File: src/rtl/core/motor_light_mark_stop_defines.svh
// Assertion macros shared by the motor mark-stop RTL.
`ifndef MOTOR_LIGHT_MARK_STOP_DEFINES_SVH
`define MOTOR_LIGHT_MARK_STOP_DEFINES_SVH

// Same-cycle implication, checked out of reset.
`define MLMS_ASSERT_NOW(lbl, ante, cons, msg) \
  lbl: assert property (@(posedge clk) disable iff (!rst_n) (ante) |-> (cons)) \
    else $error(msg);

// Next-cycle implication, checked out of reset.
`define MLMS_ASSERT_NEXT(lbl, ante, cons, msg) \
  lbl: assert property (@(posedge clk) disable iff (!rst_n) (ante) |=> (cons)) \
    else $error(msg);

`endif

File: src/rtl/core/mlms_pkg.sv
// Types and codes for the motor mark-stop controller.
package mlms_pkg;

  typedef enum logic [1:0] {
    OP_MOVE   = 2'd0,
    OP_SAMPLE = 2'd1,
    OP_TICK   = 2'd2,
    OP_CALIB  = 2'd3
  } op_t;

  typedef enum logic [3:0] {
    PH_IDLE    = 4'b0001,
    PH_PREPARE = 4'b0010,
    PH_RUN     = 4'b0100,
    PH_CALIB   = 4'b1000
  } phase_t;

  typedef enum logic [1:0] {
    CFG_DIRECTION = 2'd0,
    CFG_TIMEOUT   = 2'd1,
    CFG_CAL_COUNT = 2'd2
  } cfg_index_t;

  // Direction pin levels: bit 0 clockwise, bit 1 counter-clockwise.
  localparam logic [1:0] PIN_NONE = 2'b00;
  localparam logic [1:0] PIN_CW   = 2'b01;
  localparam logic [1:0] PIN_CCW  = 2'b10;

  localparam logic [15:0] TIMEOUT_RESET   = 16'd2000;
  localparam logic [15:0] CAL_COUNT_RESET = 16'd10000;

  // Threshold sits at low + 4/5 of the observed span.
  localparam int THR_NUM_SHIFT = 2;
  localparam int THR_DEN       = 5;

endpackage

File: src/rtl/core/motor_light_mark_stop.sv
// Motor mark-stop controller: averaging, dark/light detection, timeout, calibration.
// Path: out_tvalid rises once the input transaction has gone through the input register, then
//   one state-update pass into the result register.
// Throughput: 1 transaction per cycle, set by that single pass; out_tready low holds both registers.
// Reset: rst_n is synchronous, active low; phase goes idle, threshold to -1,
//   config registers to their defaults, both channels empty and in_tready low.
`include "motor_light_mark_stop_defines.svh"

module motor_light_mark_stop
  import mlms_pkg::*;
#(
  parameter int AVERAGE_COUNT = 10,
  parameter int SAMPLE_BITS   = 10
) (
  input  logic                    clk,
  input  logic                    rst_n,

  input  logic                    cfg_we,
  input  logic [1:0]              cfg_index,
  input  logic [15:0]             cfg_wdata,

  input  logic                    in_tvalid,
  output logic                    in_tready,
  // tdata, low bit up: sensor_sample, speed, zero fill
  input  logic [((SAMPLE_BITS+8+7)/8)*8-1:0] in_tdata,
  // tuser: operation
  input  logic [1:0]              in_tuser,

  output logic                    out_tvalid,
  input  logic                    out_tready,
  // tdata, low bit up: motor_speed, drive_cw, drive_ccw, moving, timed_out,
  // calibrating, light_threshold, averaged_reading, zero fill
  output logic [((2*SAMPLE_BITS+14+7)/8)*8-1:0] out_tdata
);

  localparam int SB       = SAMPLE_BITS;
  localparam int OUT_BITS = 2 * SB + 14;
  localparam int OUT_W    = ((OUT_BITS + 7) / 8) * 8;

  // Sample accumulator and count widths.
  localparam int AVG_L   = $clog2(AVERAGE_COUNT);
  localparam int SUM_W   = SB + AVG_L;
  localparam int CNT_W   = $clog2(AVERAGE_COUNT + 1);

  // floor(sum / AVERAGE_COUNT) by a rounded-up reciprocal, exact for every sum.
  localparam int AVG_SHIFT = SUM_W + AVG_L;
  localparam int AVG_PW    = SUM_W + AVG_SHIFT + 1;
  localparam logic [AVG_SHIFT:0] AVG_RECIP = (AVG_SHIFT + 1)'(
    ((64'd1 << AVG_SHIFT) + AVERAGE_COUNT - 1) / AVERAGE_COUNT);

  // floor(span * 4 / 5) the same way.
  localparam int D_W       = SB + THR_NUM_SHIFT;
  localparam int THR_SHIFT = D_W + 3;
  localparam int THR_PW    = D_W + THR_SHIFT + 1;
  localparam logic [THR_SHIFT:0] THR_RECIP = (THR_SHIFT + 1)'(
    ((64'd1 << THR_SHIFT) + THR_DEN - 1) / THR_DEN);

  localparam logic [CNT_W-1:0] AVG_CNT = CNT_W'(AVERAGE_COUNT);

  // Configuration registers.
  logic        direction_ccw_r;
  logic [15:0] timeout_ms_r;
  logic [15:0] cal_samples_r;

  // Input register.
  logic          in_valid_r;
  op_t           in_op_r;
  logic [SB-1:0] in_sample_r;
  logic [7:0]    in_speed_r;

  // Controller state.
  phase_t              phase_r, phase_nxt;
  logic [SUM_W-1:0]    sample_sum_r, sample_sum_nxt;
  logic [CNT_W-1:0]    sample_count_r, sample_count_nxt;
  logic                seen_dark_r, seen_dark_nxt;
  logic [15:0]         elapsed_ms_r, elapsed_ms_nxt;
  logic signed [SB:0]  threshold_r, threshold_nxt;
  logic [SB-1:0]       low_seen_r, low_seen_nxt;
  logic [SB-1:0]       high_seen_r, high_seen_nxt;
  logic [15:0]         cal_count_r, cal_count_nxt;
  logic [7:0]          run_speed_r, run_speed_nxt;
  logic [1:0]          pin_r, pin_nxt;
  logic                timeout_flag_r, timeout_flag_nxt;
  logic [SB-1:0]       last_avg_r, last_avg_nxt;

  // Result register.
  logic             out_valid_r;
  logic [OUT_W-1:0] out_data_r, out_data_nxt;

  logic advance;

  // Datapath intermediates.
  logic [SUM_W-1:0]   sum_acc;
  logic [CNT_W-1:0]   cnt_acc;
  logic [AVG_PW-1:0]  avg_prod;
  logic [SB-1:0]      avg_val;
  logic signed [SB:0] avg_s;
  logic [SB-1:0]      hi_upd, lo_upd;
  logic [15:0]        cal_cnt_upd;
  logic [D_W-1:0]     span4;
  logic [THR_PW-1:0]  thr_prod;
  logic [SB-1:0]      thr_val;
  logic [15:0]        elapsed_upd;
  logic               run_nxt;
  logic               moving_nxt;
  logic               calib_nxt;

  // Move the held item on whenever the result slot is free or being emptied.
  assign advance   = in_valid_r && (!out_valid_r || out_tready);
  assign in_tready = rst_n && (!in_valid_r || advance);

  assign out_tvalid = out_valid_r;
  assign out_tdata  = out_data_r;

  // Configuration writes; an index past the list is dropped.
  always_ff @(posedge clk) begin
    if (!rst_n) begin
      direction_ccw_r <= 1'b0;
      timeout_ms_r    <= TIMEOUT_RESET;
      cal_samples_r   <= CAL_COUNT_RESET;
    end else if (cfg_we) begin
      unique case (cfg_index)
        CFG_DIRECTION: direction_ccw_r <= cfg_wdata[0];
        CFG_TIMEOUT:   timeout_ms_r    <= cfg_wdata;
        CFG_CAL_COUNT: cal_samples_r   <= cfg_wdata;
        default: ;
      endcase
    end
  end

  // Input register: capture on each accepted transaction, empty once it advances.
  always_ff @(posedge clk) begin
    if (!rst_n) begin
      in_valid_r <= 1'b0;
    end else if (in_tvalid && in_tready) begin
      in_valid_r <= 1'b1;
    end else if (advance) begin
      in_valid_r <= 1'b0;
    end
  end

  always_ff @(posedge clk) begin
    if (in_tvalid && in_tready) begin
      in_op_r     <= op_t'(in_tuser);
      in_sample_r <= in_tdata[SB-1:0];
      in_speed_r  <= in_tdata[SB +: 8];
    end
  end

  // One state-update pass per item.
  always_comb begin
    phase_nxt        = phase_r;
    sample_sum_nxt   = sample_sum_r;
    sample_count_nxt = sample_count_r;
    seen_dark_nxt    = seen_dark_r;
    elapsed_ms_nxt   = elapsed_ms_r;
    threshold_nxt    = threshold_r;
    low_seen_nxt     = low_seen_r;
    high_seen_nxt    = high_seen_r;
    cal_count_nxt    = cal_count_r;
    run_speed_nxt    = run_speed_r;
    pin_nxt          = pin_r;
    timeout_flag_nxt = timeout_flag_r;
    last_avg_nxt     = last_avg_r;

    // Averaging path.
    sum_acc  = sample_sum_r + SUM_W'(in_sample_r);
    cnt_acc  = sample_count_r + CNT_W'(1);
    avg_prod = AVG_PW'(sum_acc) * AVG_PW'(AVG_RECIP);
    avg_val  = avg_prod[AVG_SHIFT +: SB];
    avg_s    = $signed({1'b0, avg_val});

    // Calibration path: running extremes and the new threshold.
    hi_upd      = (in_sample_r > high_seen_r) ? in_sample_r : high_seen_r;
    lo_upd      = (in_sample_r < low_seen_r) ? in_sample_r : low_seen_r;
    cal_cnt_upd = (cal_count_r != 16'hFFFF) ? cal_count_r + 16'd1 : cal_count_r;
    span4       = {hi_upd - lo_upd, {THR_NUM_SHIFT{1'b0}}};
    thr_prod    = THR_PW'(span4) * THR_PW'(THR_RECIP);
    thr_val     = lo_upd + thr_prod[THR_SHIFT +: SB];

    // Saturating millisecond count.
    elapsed_upd = (elapsed_ms_r != 16'hFFFF) ? elapsed_ms_r + 16'd1 : elapsed_ms_r;

    unique case (in_op_r)
      OP_MOVE: begin
        // Restart: average with the motor off first.
        phase_nxt        = PH_PREPARE;
        sample_sum_nxt   = '0;
        sample_count_nxt = '0;
        seen_dark_nxt    = 1'b0;
        elapsed_ms_nxt   = '0;
        timeout_flag_nxt = 1'b0;
        run_speed_nxt    = in_speed_r;
      end
      OP_SAMPLE: begin
        if (phase_r == PH_CALIB) begin
          high_seen_nxt = hi_upd;
          low_seen_nxt  = lo_upd;
          cal_count_nxt = cal_cnt_upd;
          if (cal_cnt_upd >= cal_samples_r) begin
            threshold_nxt = $signed({1'b0, thr_val});
            phase_nxt     = PH_IDLE;
          end
        end else if (phase_r == PH_PREPARE || phase_r == PH_RUN) begin
          sample_sum_nxt   = sum_acc;
          sample_count_nxt = cnt_acc;
          if (cnt_acc == AVG_CNT) begin
            sample_sum_nxt   = '0;
            sample_count_nxt = '0;
            last_avg_nxt     = avg_val;
            if (phase_r == PH_PREPARE) begin
              // Starting on dark counts as dark already seen.
              seen_dark_nxt = (avg_s <= threshold_r);
              phase_nxt     = PH_RUN;
              if (run_speed_r != 8'd0) begin
                pin_nxt = direction_ccw_r ? PIN_CCW : PIN_CW;
              end
            end else if (!seen_dark_r) begin
              if (avg_s < threshold_r) begin
                seen_dark_nxt = 1'b1;
              end
            end else if (avg_s > threshold_r) begin
              // Light again after the mark: stop.
              phase_nxt = PH_IDLE;
            end
          end
        end
      end
      OP_TICK: begin
        if (phase_r == PH_PREPARE || phase_r == PH_RUN) begin
          elapsed_ms_nxt = elapsed_upd;
          if (elapsed_upd > timeout_ms_r) begin
            phase_nxt        = PH_IDLE;
            timeout_flag_nxt = 1'b1;
          end
        end
      end
      OP_CALIB: begin
        // Restart calibration; the timeout flag is kept.
        phase_nxt     = PH_CALIB;
        low_seen_nxt  = '1;
        high_seen_nxt = '0;
        cal_count_nxt = '0;
        run_speed_nxt = in_speed_r;
        if (in_speed_r != 8'd0) begin
          pin_nxt = direction_ccw_r ? PIN_CCW : PIN_CW;
        end
      end
      default: ;
    endcase

    // Result shows the state after this item.
    run_nxt    = (phase_nxt == PH_RUN) || (phase_nxt == PH_CALIB);
    moving_nxt = (phase_nxt == PH_PREPARE) || (phase_nxt == PH_RUN);
    calib_nxt  = (phase_nxt == PH_CALIB);

    out_data_nxt = OUT_W'({
      last_avg_nxt,
      threshold_nxt,
      calib_nxt,
      timeout_flag_nxt,
      moving_nxt,
      pin_nxt[1],
      pin_nxt[0],
      (run_nxt ? run_speed_nxt : 8'd0)
    });
  end

  // Commit state when the item advances.
  always_ff @(posedge clk) begin
    if (!rst_n) begin
      phase_r        <= PH_IDLE;
      sample_sum_r   <= '0;
      sample_count_r <= '0;
      seen_dark_r    <= 1'b0;
      elapsed_ms_r   <= '0;
      threshold_r    <= '1;
      low_seen_r     <= '1;
      high_seen_r    <= '0;
      cal_count_r    <= '0;
      run_speed_r    <= '0;
      pin_r          <= PIN_NONE;
      timeout_flag_r <= 1'b0;
      last_avg_r     <= '0;
    end else if (advance) begin
      phase_r        <= phase_nxt;
      sample_sum_r   <= sample_sum_nxt;
      sample_count_r <= sample_count_nxt;
      seen_dark_r    <= seen_dark_nxt;
      elapsed_ms_r   <= elapsed_ms_nxt;
      threshold_r    <= threshold_nxt;
      low_seen_r     <= low_seen_nxt;
      high_seen_r    <= high_seen_nxt;
      cal_count_r    <= cal_count_nxt;
      run_speed_r    <= run_speed_nxt;
      pin_r          <= pin_nxt;
      timeout_flag_r <= timeout_flag_nxt;
      last_avg_r     <= last_avg_nxt;
    end
  end

  // Result register: load on advance, hold until the transaction completes.
  always_ff @(posedge clk) begin
    if (!rst_n) begin
      out_valid_r <= 1'b0;
    end else if (advance) begin
      out_valid_r <= 1'b1;
    end else if (out_tready) begin
      out_valid_r <= 1'b0;
    end
  end

  always_ff @(posedge clk) begin
    if (advance) begin
      out_data_r <= out_data_nxt;
    end
  end

  `MLMS_ASSERT_NEXT(a_held_item_kept, in_valid_r && !advance, in_valid_r, "held item lost")
  `MLMS_ASSERT_NEXT(a_result_made, advance, out_valid_r, "advanced item left no result")
  `MLMS_ASSERT_NOW(a_pins_exclusive, 1'b1, pin_r != 2'b11, "both direction pins driven")
  `MLMS_ASSERT_NOW(a_count_bound, 1'b1, sample_count_r < AVG_CNT, "sample count overran")
  `MLMS_ASSERT_NOW(a_timeout_stops, $rose(timeout_flag_r), phase_r == PH_IDLE,
                   "timeout without stop")

endmodule

File: config.mk
export PLATFORM = sky130hd
export DESIGN_NAME = motor_light_mark_stop
export DESIGN_NICKNAME = d
export VERILOG_FILES = /design/src/rtl/core/mlms_pkg.sv /design/src/rtl/core/motor_light_mark_stop.sv
export VERILOG_INCLUDE_DIRS = /design/src /design/src/rtl/core
export SDC_FILE = /design/constraint.sdc
export NUM_CORES = 1
export LEC_CHECK = 0
export BUFFER_PORTS_ARGS = -buffer_cell sky130_fd_sc_hd__buf_4
export CAP_MARGIN = 20
export CORE_ASPECT_RATIO = 0.7
export CORE_UTILIZATION = 60
export DETAILED_ROUTE_END_ITERATION = 16
export HOLD_SLACK_MARGIN = 0.03
export PLACE_DENSITY = 0.8
export SYNTH_ARGS = -nofsm -noshare
export SYNTH_HDL_FRONTEND = slang
export SYNTH_SLANG_ARGS = --single-unit
File: constraint.sdc
create_clock -name clk -period 29.2 [get_ports clk]
set_input_delay 5.84 -clock clk [delete_from_list [all_inputs] [get_ports clk]]
set_output_delay 5.84 -clock clk [all_outputs]
set_load 0.02 [all_outputs]
==> results_dict.tcl <==
set metrics [dict create \
    status "finished, final reports clean" \
    synthMuxAreaShare_pct 2.09 \
    area_growth_syn_to_layout_pct 8.83 \
    fin_crit_sh_pct 45.3 \
    path_clk_slew_ps 80 \
    final.min_clock_period_ps 13230 \
    fin_tns_setup_ps 0 \
    rows 50 \
    multi_input_area_um2 10800 \
    finalWirelength_mm 37.5 \
    port_buffers 78 \
    drtIter0Drc 950 \
    clock_path_buffers 2 \
    ys.flop_type "dfxtp_1" \
    ir_worst_vdd_v 0.000157 \
    path_max_fanout 48 \
    synth-edff-count 54 \
    cts_sinks 196 \
    ff2ff_setup_slack_ps 17720 \
    ys_types 83 \
    r2r_end "out_tdata[4]$_SDFFCE_PN0P_" \
    synth_compound_area_share_pct 15.5 \
    crit_required_ps 23360 \
    ios 91 \
    antenna_found_initial 0 \
    setup_viol_count_final 0 \
    clock_skew_ps 13.9 \
    hold_class "flip-flop to flip-flop" \
    synth_fa_ha_area_share_pct 30.3 \
    hold_violations 0 \
    r2r_cells 37 \
    start_util_pct 61.5 \
    cts_max_level 4 \
    core_area_um2 26900 \
    grt_max_degree 64 \
    dieArea_um2 28300 \
    fin_nets 2296 \
    tightest_slew_ps 1080 \
    drc 0 \
    critPathKind "input pin to output port" \
    die_width_um 200 \
    rsz0062_at_grt "false" \
    holdCritStartpoint "cal_samples_r[15]$_SDFFE_PN0P_" \
    grt-ovfl-total 0 \
    hpwl_mm 29.1 \
    yosys_warnings 0 \
    stdcell_count 2277 \
    final_layout_size_suffix_gt1_share_pct 8.10 \
    synth_cells 1849 \
    clk_latency_ps 450 \
    worst_hold_slack_ps 458 \
    drtAntennaViolNets 0 \
    grt_pass1_vias 12613 \
    tritoncts "done" \
    post_cts_buffers 0 \
    ys_async_sr_fraction_pct 0 \
    rr_startpoint "in_sample_r[0]$_DFFE_PP_" \
    yosys.area_share.simple_pct 13.7 \
    grtUsageTotal_pct 27.3 \
    p_per_area_nw_per_um2 96.9 \
    slew_headroom_pct 28.3 \
    place_inst 2245 \
    hold_path_end "cal_samples_r[15]$_SDFFE_PN0P_" \
    vias 13221 \
    nFillCells 2142 \
    post_cts_resized 0 \
    fmax_ghz 0.0756 \
    maxCapViolations 0 \
    regArea_um2 4460 \
    grt_pass1_wl_mm 62.0 \
    routedWlPerCell_um 16.5 \
    synth_xor_area_share_pct 3.68 \
    root_buffer "clkbuf_16" \
    synthesis.area_um2 16500 \
    antenna_cells 0 \
    endpoint_kind "output port" \
    hold_buffers 0 \
    worstPathArrival_ps 7390 \
    synth_top_family_by_area "adder cells" \
    slew_viol_final 0 \
    place.gp.congestion 0.926 \
    cts_buffers 17 \
    drt_pass1_iterations 5 \
    ys_seq_area_share_pct 27.0 \
    whs_path_depth 2 \
    die_h_um 141 \
    synth_seq_cells 196 \
    leakagePower_nw 8.44 \
    via_per_inst 5.81 \
    synth_area_per_cell_um2 8.95 \
    crit_path_start_kind "input pin" \
]
layout by cell type (no fill, tap or decap), drive strengths merged, types with 16 or more instances in the layout:
cell type  count
xnor2         39
buf           86
a22oi         40
nor2         125
xor2          27
edfxtp        54
inv          281
o21ai         62
a21oi        121
nand2        172
dfxtp        142
clkbuf        19
ha           257
nand4         16
fa            90
o211ai        26
nand3         47
a21o          34
nor3          30
mux2i         20
cell type report:
type	count	area share (%)
clock buffers	19	2.52
flip-flops and latches	196	24.8
well taps	364	2.53
repair buffers	86	3.59
multi-input cells	1327	60.2
inverters	272	5.67
clock inverters	13	0.737
worst max-delay path: stages:
cell and delay [ps]:
buf_4 450, inv_2 480, a21oi_1 370, buf_4 200
worst max path at each step:
stage	end	startpoint	slack [ps]
after global placement	in_tready	rst_n	16020
after CTS	in_tready	rst_n	15980
after global routing	in_tready	rst_n	15860
after floorplan	in_tready	out_tready	17080
final	in_tready	rst_n	15970
after detailed placement	in_tready	rst_n	16000
layer usage:
metal / GRT usage [%] / wire [um] / part of all wire [%]
met1: 39.1 / 17800 / 48
met2: 41.7 / 16000 / 43
met3: 4.99 / 2880 / 7.7
met4: 8.48 / 786 / 2.1
met5: 0 / 0 / 0
where the power goes:
part / total [W] / internal (W) / switching (W)
Combinational: 0.00122 / 0.000542 / 0.000676
Sequential: 0.000291 / 0.000286 / 0.00000458
Clock: 0.000236 / 0.000119 / 0.000117
Total: 0.00174 / 0.000946 / 0.000798
flip-flops by register name, indices dropped and copies added (netlist names), 2 cells and up:
name and flops:
out_tdata 34, cal_count_r 16, cal_samples_r 16, elapsed_ms_r 16, timeout_ms_r 16, sample_sum_r 14, threshold_r 11, high_seen_r 10
in_sample_r 10, last_avg_r 10, low_seen_r 10, in_speed_r 8, run_speed_r 8, phase_r 4, sample_count_r 4, in_op_r 2
pin_r 2
cell usage after synthesis, drive strengths merged, types with 8 or more instances:
master	count	area, um2
inv	272	1020
ha	257	3220
nand2	172	646
dfxtp	142	2840
nor2	125	469
a21oi	121	613
fa	90	1800
o21ai	62	310
edfxtp	54	1620
nand3	47	235
clkbuf	45	169
a22oi	40	300
xnor2	39	342
a21o	34	255
nor3	30	150
xor2	27	244
o211ai	26	200
mux2i	20	200
nand4	16	106
buf	14	80.1
o22ai	14	87.6
a31oi	13	81.3
and2	13	82.6
mux2	13	146
and3	12	75.1
nor2b	12	75.1
a211oi	10	75.1
o21a	9	67.6
or2	9	56.3
a21boi	8	63.8
stage by stage:
stage	utilization [%]	setup slack, ps	cell area, um2	total power [W]
6_report	66.9	15970	18000	0.00174
5_1_grt	66.9	15860	18000	0.00191
4_1_cts	66.9	15980	18000	0.00175
3_5_place_dp	64.7	16000	17400	0.00150
3_3_place_gp	64.7	16020	17400	0.00145
2_1_floorplan	-	17080	16600	0.00124
cells by family after synthesis:
logic type,count (synthesis)
and+or+nand+nor,485
AOI/OAI and AO/OA,389
adders and majority gates,347
buffers and inverters,331
DFF,196
xor gates and xnor gates,67
muxes,33
other,1
Power figures use the tool's default switching activity.
